==> src/design/assert_macros.svh <==
// Assertion macros used by the validator top level.
`ifndef ASSERT_MACROS_SVH
`define ASSERT_MACROS_SVH

// Same-cycle implication, sampled on clk, off during reset.
`define ASSERT_NOW(label, ante, cons, msg) \
	label: assert property (@(posedge clk) disable iff (!arst_n) (ante) |-> (cons)) \
		else $error(msg);

// Next-cycle implication, sampled on clk, off during reset.
`define ASSERT_NEXT(label, ante, cons, msg) \
	label: assert property (@(posedge clk) disable iff (!arst_n) (ante) |=> (cons)) \
		else $error(msg);

`endif

==> src/design/utf8v_pkg.sv <==
// Package: error codes and constants for the UTF-8 name validator.
`timescale 1ns / 1ps

package utf8v_pkg;

	typedef enum logic [2:0] {
		ERR_NONE    = 3'd0,
		ERR_CONTROL = 3'd1,
		ERR_LEAD    = 3'd2,
		ERR_CONT    = 3'd3,
		ERR_TRUNC   = 3'd4,
		ERR_POINT   = 3'd5,
		ERR_LONG    = 3'd6
	} err_t;

	localparam logic [7:0]  MAX_BYTES_RST = 8'd32;
	localparam logic [8:0]  COUNT_MAX     = 9'd511;
	localparam logic [7:0]  CTRL_LIMIT    = 8'h20;
	localparam logic [7:0]  DEL_BYTE      = 8'h7F;
	localparam logic [20:0] CP_MIN_2      = 21'h00080;
	localparam logic [20:0] CP_MIN_3      = 21'h00800;
	localparam logic [20:0] CP_MIN_4      = 21'h10000;
	localparam logic [20:0] CP_MAX        = 21'h10FFFF;
	localparam logic [20:0] C1_LO         = 21'h00080;
	localparam logic [20:0] C1_HI         = 21'h0009F;
	localparam logic [20:0] SURR_LO       = 21'h0D800;
	localparam logic [20:0] SURR_HI       = 21'h0DFFF;

endpackage

==> src/design/utf8v_if.sv <==
// Interfaces: byte stream channel and result channel.
`timescale 1ns / 1ps

interface utf8v_byte_if;
	logic       valid;
	logic       ready;
	logic [7:0] data_byte;
	logic       last_byte;

	modport source (output valid, output data_byte, output last_byte, input ready);
	modport sink (input valid, input data_byte, input last_byte, output ready);
endinterface

interface utf8v_res_if;
	logic       valid;
	logic       ready;
	logic       text_ok;
	logic [2:0] fault_code;
	logic [8:0] byte_count;

	modport source (output valid, output text_ok, output fault_code, output byte_count,
		input ready);
	modport sink (input valid, input text_ok, input fault_code, input byte_count,
		output ready);
endinterface

==> src/design/utf8_name_validator.sv <==
// Top level: byte-serial UTF-8 name validator with length limit.
//
//  channel  | dir | payload                              | handshake
//  ---------+-----+--------------------------------------+-------------------
//  text     | in  | data_byte[7:0], last_byte            | valid/ready
//  result   | out | text_ok, fault_code[2:0], byte_count | valid/ready
//  cfg      | in  | cfg_wdata[7:0] = max_bytes           | cfg_we, no ready
//
// One byte a cycle, sustained while no last byte waits on a held result. A
// beat is registered in the input stage and checked there against the
// per-string state; a last byte's verdict goes into the result register.
// Only the last byte of a string needs the result register; other bytes
// pass the check stage even while a result waits.
// arst_n clears all control state, max_bytes returns to 32.
// A result held by a stalled sink stalls the input stage only when a further
// last byte reaches it.
`timescale 1ns / 1ps

`include "assert_macros.svh"

module utf8_name_validator (
	input  logic                 clk,
	input  logic                 arst_n,
	input  logic                 cfg_we,
	input  logic [7:0]           cfg_wdata,
	utf8v_byte_if.sink           text,
	utf8v_res_if.source          result
);

	// configuration
	logic [7:0] max_bytes_q;

	// input stage
	logic       valid_s1;
	logic [7:0] byte_s1;
	logic       last_s1;

	// per-string state
	logic [1:0]       pend_q;
	logic [1:0]       len_q;
	logic [20:0]      acc_q;
	utf8v_pkg::err_t  err_q;
	logic [8:0]       cnt_q;

	// result register
	logic       res_valid_q;
	logic       res_ok_q;
	logic [2:0] res_code_q;
	logic [8:0] res_cnt_q;

	// check stage
	logic             proc_go;
	logic [8:0]       cnt_next;
	logic [1:0]       pend_n;
	logic [1:0]       len_n;
	logic [20:0]      acc_n;
	logic [20:0]      shifted;
	logic [20:0]      lowest;
	logic             cp_bad;
	utf8v_pkg::err_t  chk_err;
	utf8v_pkg::err_t  err_new;

	// The check stage moves unless it holds a last byte and the result is
	// still occupied.
	assign proc_go    = valid_s1 && (!last_s1 || !res_valid_q || result.ready);
	assign text.ready = !valid_s1 || proc_go;

	assign cnt_next = (cnt_q == utf8v_pkg::COUNT_MAX) ? cnt_q : cnt_q + 9'd1;
	assign shifted  = {acc_q[14:0], byte_s1[5:0]};

	always_comb begin
		unique case (len_q)
			2'd1:    lowest = utf8v_pkg::CP_MIN_2;
			2'd2:    lowest = utf8v_pkg::CP_MIN_3;
			default: lowest = utf8v_pkg::CP_MIN_4;
		endcase
	end

	// Code point checks on the completed value: overlong, out of range,
	// C1 control, surrogate.
	assign cp_bad = (shifted < lowest) || (shifted > utf8v_pkg::CP_MAX)
		|| (shifted >= utf8v_pkg::C1_LO && shifted <= utf8v_pkg::C1_HI)
		|| (shifted >= utf8v_pkg::SURR_LO && shifted <= utf8v_pkg::SURR_HI);

	always_comb begin
		pend_n  = pend_q;
		len_n   = len_q;
		acc_n   = acc_q;
		chk_err = utf8v_pkg::ERR_NONE;
		if (pend_q == 2'd0) begin
			// expecting ASCII or a lead byte
			if (byte_s1 < utf8v_pkg::CTRL_LIMIT || byte_s1 == utf8v_pkg::DEL_BYTE) begin
				chk_err = utf8v_pkg::ERR_CONTROL;
			end else if (!byte_s1[7]) begin
				chk_err = utf8v_pkg::ERR_NONE;
			end else if (byte_s1[7:5] == 3'b110) begin
				len_n  = 2'd1;
				pend_n = 2'd1;
				acc_n  = {16'd0, byte_s1[4:0]};
			end else if (byte_s1[7:4] == 4'b1110) begin
				len_n  = 2'd2;
				pend_n = 2'd2;
				acc_n  = {17'd0, byte_s1[3:0]};
			end else if (byte_s1[7:3] == 5'b11110) begin
				len_n  = 2'd3;
				pend_n = 2'd3;
				acc_n  = {18'd0, byte_s1[2:0]};
			end else begin
				chk_err = utf8v_pkg::ERR_LEAD;
			end
		end else if (byte_s1[7:6] != 2'b10) begin
			chk_err = utf8v_pkg::ERR_CONT;
		end else begin
			acc_n  = shifted;
			pend_n = pend_q - 2'd1;
			if (pend_n == 2'd0 && cp_bad) begin
				chk_err = utf8v_pkg::ERR_POINT;
			end
		end
	end

	// First error wins; UTF-8 errors before length, length before truncation.
	always_comb begin
		if (err_q != utf8v_pkg::ERR_NONE) begin
			err_new = err_q;
		end else if (chk_err != utf8v_pkg::ERR_NONE) begin
			err_new = chk_err;
		end else if (cnt_next > {1'b0, max_bytes_q}) begin
			err_new = utf8v_pkg::ERR_LONG;
		end else if (last_s1 && pend_n != 2'd0) begin
			err_new = utf8v_pkg::ERR_TRUNC;
		end else begin
			err_new = utf8v_pkg::ERR_NONE;
		end
	end

	always_ff @(posedge clk or negedge arst_n) begin
		if (!arst_n) begin
			max_bytes_q <= utf8v_pkg::MAX_BYTES_RST;
		end else if (cfg_we) begin
			max_bytes_q <= cfg_wdata;
		end
	end

	always_ff @(posedge clk or negedge arst_n) begin
		if (!arst_n) begin
			valid_s1 <= 1'b0;
		end else if (text.ready) begin
			valid_s1 <= text.valid;
		end
	end

	always_ff @(posedge clk) begin
		if (text.ready && text.valid) begin
			byte_s1 <= text.data_byte;
			last_s1 <= text.last_byte;
		end
	end

	always_ff @(posedge clk or negedge arst_n) begin
		if (!arst_n) begin
			pend_q <= 2'd0;
			len_q  <= 2'd0;
			acc_q  <= 21'd0;
			err_q  <= utf8v_pkg::ERR_NONE;
			cnt_q  <= 9'd0;
		end else if (proc_go) begin
			if (last_s1) begin
				pend_q <= 2'd0;
				len_q  <= 2'd0;
				acc_q  <= 21'd0;
				err_q  <= utf8v_pkg::ERR_NONE;
				cnt_q  <= 9'd0;
			end else begin
				// state frozen once an error is latched; only the count moves
				if (err_q == utf8v_pkg::ERR_NONE) begin
					pend_q <= pend_n;
					len_q  <= len_n;
					acc_q  <= acc_n;
				end
				err_q <= err_new;
				cnt_q <= cnt_next;
			end
		end
	end

	always_ff @(posedge clk or negedge arst_n) begin
		if (!arst_n) begin
			res_valid_q <= 1'b0;
		end else if (proc_go && last_s1) begin
			res_valid_q <= 1'b1;
		end else if (result.ready) begin
			res_valid_q <= 1'b0;
		end
	end

	always_ff @(posedge clk) begin
		if (proc_go && last_s1) begin
			res_ok_q   <= (err_new == utf8v_pkg::ERR_NONE);
			res_code_q <= err_new;
			res_cnt_q  <= cnt_next;
		end
	end

	assign result.valid      = res_valid_q;
	assign result.text_ok    = res_ok_q;
	assign result.fault_code = res_code_q;
	assign result.byte_count = res_cnt_q;

	`ASSERT_NOW(a_ok_matches_code, res_valid_q, res_ok_q == (res_code_q == utf8v_pkg::ERR_NONE), "text_ok disagrees with fault_code")
	`ASSERT_NOW(a_count_nonzero, res_valid_q, res_cnt_q != 9'd0, "result with zero byte count")
	`ASSERT_NOW(a_pend_in_seq, pend_q != 2'd0, len_q != 2'd0 && pend_q <= len_q, "pending count exceeds sequence length")
	`ASSERT_NEXT(a_last_clears, proc_go && last_s1, res_valid_q && cnt_q == 9'd0 && err_q == utf8v_pkg::ERR_NONE, "string state not cleared after last byte")
	`ASSERT_NEXT(a_err_sticky, proc_go && !last_s1 && err_q != utf8v_pkg::ERR_NONE, err_q == $past(err_q), "latched error changed mid-string")

endmodule
==> src/flat_wrapper.sv <==
// flat-port wrapper written by rule: the top's interface ports become plain ports
module utf8_name_validator_flat 
  (clk, arst_n, cfg_we, cfg_wdata, text_valid, text_data_byte, text_last_byte, text_ready, result_valid, result_text_ok, result_fault_code, result_byte_count, result_ready);
  utf8v_byte_if text_i ();
  utf8v_res_if result_i ();
  input  logic clk;
  input  logic arst_n;
  input  logic cfg_we;
  input  logic [7:0] cfg_wdata;
  input wire logic [$bits(text_i.valid)-1:0] text_valid;
  input wire logic [$bits(text_i.data_byte)-1:0] text_data_byte;
  input wire logic [$bits(text_i.last_byte)-1:0] text_last_byte;
  output wire logic [$bits(text_i.ready)-1:0] text_ready;
  output wire logic [$bits(result_i.valid)-1:0] result_valid;
  output wire logic [$bits(result_i.text_ok)-1:0] result_text_ok;
  output wire logic [$bits(result_i.fault_code)-1:0] result_fault_code;
  output wire logic [$bits(result_i.byte_count)-1:0] result_byte_count;
  input wire logic [$bits(result_i.ready)-1:0] result_ready;
  assign text_i.valid = text_valid;
  assign text_i.data_byte = text_data_byte;
  assign text_i.last_byte = text_last_byte;
  assign text_ready = text_i.ready;
  assign result_valid = result_i.valid;
  assign result_text_ok = result_i.text_ok;
  assign result_fault_code = result_i.fault_code;
  assign result_byte_count = result_i.byte_count;
  assign result_i.ready = result_ready;
  utf8_name_validator u_core (.clk(clk), .arst_n(arst_n), .cfg_we(cfg_we), .cfg_wdata(cfg_wdata), .text(text_i), .result(result_i));
endmodule
==> config.mk <==
export PLATFORM = sky130hd
export DESIGN_NAME = utf8_name_validator_flat
export DESIGN_NICKNAME = d
export VERILOG_FILES = /design/src/design/utf8v_pkg.sv /design/src/design/utf8v_if.sv /design/src/design/utf8_name_validator.sv /design/src/flat_wrapper.sv
export VERILOG_INCLUDE_DIRS = /design/src /design/src/design
export SDC_FILE = /design/constraint.sdc
export NUM_CORES = 1
export LEC_CHECK = 0
export BUFFER_PORTS_ARGS = -buffer_cell sky130_fd_sc_hd__buf_2
export CORE_MARGIN = 8
export CORE_UTILIZATION = 62
export CTS_CLUSTER_DIAMETER = 100
export CTS_CLUSTER_SIZE = 16
export DETAILED_ROUTE_END_ITERATION = 8
export GPL_ROUTABILITY_DRIVEN = 0
export MAX_ROUTING_LAYER = met4
export PLACE_DENSITY = 0.86
export SETUP_SLACK_MARGIN = 0.5
export SYNTH_ARGS = -nofsm -noshare
export SYNTH_HDL_FRONTEND = slang
export SYNTH_SLANG_ARGS = --single-unit
==> constraint.sdc <==
create_clock -name clk -period 5.3 [get_ports clk]
set_input_delay 0.795 -clock clk [delete_from_list [all_inputs] [get_ports clk]]
set_output_delay 0.795 -clock clk [all_outputs]
set_load 0.02 [all_outputs]
==> impl_metrics.env <==
export IMPL_detailedRoute_firstPassIterationCount=4
export IMPL_cell_taking_the_most_area_after_synthesis="sky130_fd_sc_hd__dfrtp_1"
export IMPL_p_clk_share_pct=27.1
export IMPL_multiInputGateArea_um2=1380
export IMPL_cell_internal_pwr_uw=968
export IMPL_pwrdens_nw_per_um2=401
export IMPL_hold_path_cell_count=2
export IMPL_postCtsResizedCells=0
export IMPL_hold_class="reg2reg"
export IMPL_p_leak_nw=1.66
export IMPL_power_frac_comb_pct=28.6
export IMPL_overflow=0
export IMPL_finClkSkew_ns=0.0124
export IMPL_clockRootBuffer="sky130_fd_sc_hd__clkbuf_8"
export IMPL_finalCritPeriodShare_pct=62.9
export IMPL_hpwl_dp_um=4680
export IMPL_finalHoldViolCount=0
export IMPL_yosysUniqueCellTypes=51
export IMPL_layout_drive_gt1_share_pct=16.0
export IMPL_ys_async_sr_fraction_pct=65.1
export IMPL_ios=37
export IMPL_p_sw_uw=477
export IMPL_synthTopCellsByArea="sky130_fd_sc_hd__dfrtp_1 31%, sky130_fd_sc_hd__edfxtp_1 21%, sky130_fd_sc_hd__nand2_1 6.2%, sky130_fd_sc_hd__ha_1 5.9%, sky130_fd_sc_hd__o21ai_0 5.5%"
export IMPL_nets=395
export IMPL_yosys_area_top_type_share_pct=31.3
export IMPL_synth_ff_latch_count=63
export IMPL_cts_htree_levels=3
export IMPL_number_of_antenna_violations_at_the_first_check_in_global_routing=0
export IMPL_layout_min_cycle_time_ns=3.33
export IMPL_post_synth_instance_area_um2=3200
export IMPL_worstReg2RegEnd="u_core.result.text_ok"
export IMPL_grt_start_max_net_pins=42
export IMPL_clockBufferDepth=2
export IMPL_synth_enable_flop_cells=22
export IMPL_achievable_frequency_mhz=300
export IMPL_synth_warning_count=0
export IMPL_criticalPathCategory="reg2reg"
export IMPL_worst_r2r_path_depth=14
export IMPL_design_core_area_um2=5040
export IMPL_timing_worst_slew_pin_value_ns=0.892
export IMPL_critical_path_reg2reg_startpoint="u_core.cnt_q[0]"
export IMPL_ff_latch_area_um2=1690
export IMPL_max_cap_violations=0
export IMPL_vdd_drop_max_uv=270
export IMPL_via_count_of_the_first_global_routing_pass=2434
export IMPL_num_antenna_cells=0
export IMPL_grt_setup_unrepaired="no"
export IMPL_final_max_slew_viol_count=0
export IMPL_run_status="completed"
export IMPL_start_kind="flip-flop"
export IMPL_drt_initial_drc_count=158
export IMPL_timing_critical_path_required_ns=5.45
export IMPL_reg2reg_setup_slack_ns=1.97
export IMPL_tritoncts_clock_tree="yes"
export IMPL_site_row_count=26
export IMPL_grt_pass1_wl_um=11300
export IMPL_dr_total_vias=2525
export IMPL_setup_viol=0
export IMPL_cts_post_setup_buffers_inserted=0
export IMPL_cts_buffers_inserted=9
export IMPL_grt_util_all_layers_pct=19.2
export IMPL_critPathArrivalTime_ns=3.48
export IMPL_routed_wl_um=6500
export IMPL_routedWlPerCell_um=15.0
export IMPL_drc=0
export IMPL_worst_setup_path_end_kind="flip-flop"
export IMPL_die_area_um2=7710
export IMPL_worst_hold_check_slack_ns=0.506
export IMPL_setup_total_negative_slack_ns=0
export IMPL_cts_sinks=63
export IMPL_clk_pin_slew_worst_setup_hold_paths_ns=0.06
export IMPL_crit_fanout=5
export IMPL_power_frac_seq_pct=44.3
export IMPL_hold_path_end="u_core.acc_q[11]"
export IMPL_synth_most_common_cell="sky130_fd_sc_hd__nand2_1"
export IMPL_chipHeight_um=87.8
export IMPL_dominantRegCellSynth="sky130_fd_sc_hd__dfrtp_1"
export IMPL_clock_latency_of_the_later_clocked_register_in_the_worst_skew_pair_ns=0.33
export IMPL_final_antenna_net_count=0
export IMPL_signed_area_change_from_the_synthesized_netlist_to_the_final_layout_pct=12.7
export IMPL_cts_hold_buffers=0
export IMPL_hold_path_startpoint="u_core.acc_q[11]"
export IMPL_synth_seq_area_share_pct=52.8
export IMPL_synthesis_instances=322
export IMPL_die_w_um=87.8
export IMPL_synthesis_area_per_instance_um2=9.93
export IMPL_synth_top_cells_by_count="53 x sky130_fd_sc_hd__nand2_1, 40 x sky130_fd_sc_hd__dfrtp_1, 35 x sky130_fd_sc_hd__o21ai_0"
export IMPL_numPortBuffers=36
export IMPL_power_switching_share_pct=33.0
export IMPL_timing_slew_headroom_pct=40.5
export IMPL_synth_net_count=359
export IMPL_viasPerCell=5.83
export IMPL_fill_cells=389
export IMPL_initial_cell_density_of_the_core_pct=63.4
-- worst max-delay path by stage --
stage                     slack (ns)       startpoint               endpoint  cells past startpoint
final                           1.97  u_core.cnt_q[0]  u_core.result.text_ok                     14
after detailed placement        2.04  u_core.cnt_q[0]  u_core.result.text_ok                     14
after CTS                       2.02  u_core.cnt_q[0]  u_core.result.text_ok                     14
after floorplan                 2.35  u_core.cnt_q[0]  u_core.result.text_ok                     14
after global routing            1.58  u_core.cnt_q[0]  u_core.result.text_ok                     14
after global placement          2.20  u_core.cnt_q[0]  u_core.result.text_ok                     14
-- cells in the final DEF (no fill, tap or decap), types with 2 or more instances in the layout --
cell type	n
sky130_fd_sc_hd__a21boi_1	2
sky130_fd_sc_hd__a21o_1	4
sky130_fd_sc_hd__a21oi_1	17
sky130_fd_sc_hd__a22o_1	4
sky130_fd_sc_hd__a31oi_1	3
sky130_fd_sc_hd__a32o_1	2
sky130_fd_sc_hd__and2_1	4
sky130_fd_sc_hd__and3_1	4
sky130_fd_sc_hd__buf_2	36
sky130_fd_sc_hd__clkbuf_1	3
sky130_fd_sc_hd__clkbuf_8	13
sky130_fd_sc_hd__dfrtp_1	40
sky130_fd_sc_hd__edfxtp_1	22
sky130_fd_sc_hd__ha_1	15
sky130_fd_sc_hd__inv_1	19
sky130_fd_sc_hd__mux2_2	3
sky130_fd_sc_hd__nand2_1	53
sky130_fd_sc_hd__nand2b_1	8
sky130_fd_sc_hd__nand3_1	7
sky130_fd_sc_hd__nand4b_1	2
sky130_fd_sc_hd__nor2_1	24
sky130_fd_sc_hd__nor3_1	3
sky130_fd_sc_hd__nor4_1	3
sky130_fd_sc_hd__o211a_1	2
sky130_fd_sc_hd__o21ai_0	35
sky130_fd_sc_hd__o22ai_1	2
sky130_fd_sc_hd__o31ai_1	4
sky130_fd_sc_hd__xnor2_1	3
sky130_fd_sc_hd__xor2_1	3
-- worst max-delay path: stages (launching register included) --
cell and delay, ns:
sky130_fd_sc_hd__dfrtp_1 0.44, sky130_fd_sc_hd__ha_1 0.25, sky130_fd_sc_hd__nand3_1 0.09, sky130_fd_sc_hd__nor2_1 0.22
sky130_fd_sc_hd__a21oi_1 0.16, sky130_fd_sc_hd__and3_1 0.24, sky130_fd_sc_hd__xor2_1 0.16, sky130_fd_sc_hd__ha_1 0.19
sky130_fd_sc_hd__a21o_1 0.18, sky130_fd_sc_hd__a21oi_1 0.18, sky130_fd_sc_hd__o211ai_1 0.11, sky130_fd_sc_hd__a21oi_1 0.19
sky130_fd_sc_hd__nand3_1 0.10, sky130_fd_sc_hd__o32a_2 0.41, sky130_fd_sc_hd__nor4_1 0.23
-- registers in the layout, summed over array words and instances (netlist names), 2 cells and up --
register                  cells
u_core.acc_q                 15
u_core.pend_q                 2
u_core.result.fault_code      3
u_core.result.byte_count      9
u_core.len_q                  2
u_core.max_bytes_q            8
u_core.byte_s1                8
u_core.cnt_q                  9
u_core.err_q                  3
-- cell families (layout without fill, tap and decap cells) --
logic type               Yosys count  after routing  synth area share [%]
AO/OA/AOI/OAI                     89             89                  17.5
XOR/XNOR                           6              6                  1.64
adder cells (fa/ha/maj)           15             15                  5.87
buffers and inverters             31             72                  4.11
flip-flops                        63             63                  52.8
multiplexers                       3              3                  1.06
AND/OR/NAND/NOR                  115            115                  17.0
-- power by group through the flow --
stage                     logic [mW]  clock network (mW)  registers, mW
after detailed placement       0.407                   0          0.647
after CTS                      0.411               0.400          0.638
after global placement         0.394                   0          0.643
after global routing           0.471               0.421          0.650
final                          0.413               0.391          0.640
after floorplan                0.308                   0          0.641
-- routing by layer --
| layer | vias up | global-route usage, % | wire (um) |
|---|---|---|---|
| met2 | 76 | 27.4 | 2970 |
| met4 | 0 | 7.19 | 65 |
| li1 | 1222 | - | - |
| met5 | - | - | 0 |
| met1 | 1219 | 25.7 | 3100 |
| met3 | 8 | 4.50 | 363 |
-- final cells by class --
type	instances	area share [%]
multi-input cells	228	38.3
clock buffers	16	5.28
repair buffers	37	5.21
inverters	19	1.98
flip-flops and latches	63	46.8
well taps	70	2.43
-- through the flow --
stage	cell area (um^2)	std cells	power, mW	setup WS (ns)	utilization, %
after floorplan	3200	322	0.949	2.35	-
after global placement	3410	417	1.04	2.20	67.7
after detailed placement	3410	417	1.05	2.04	67.7
after CTS	3600	433	1.45	2.02	71.5
after global routing	3600	433	1.54	1.58	71.5
final	3600	433	1.44	1.97	71.5
No activity file was read; power rests on OpenSTA's default activity.
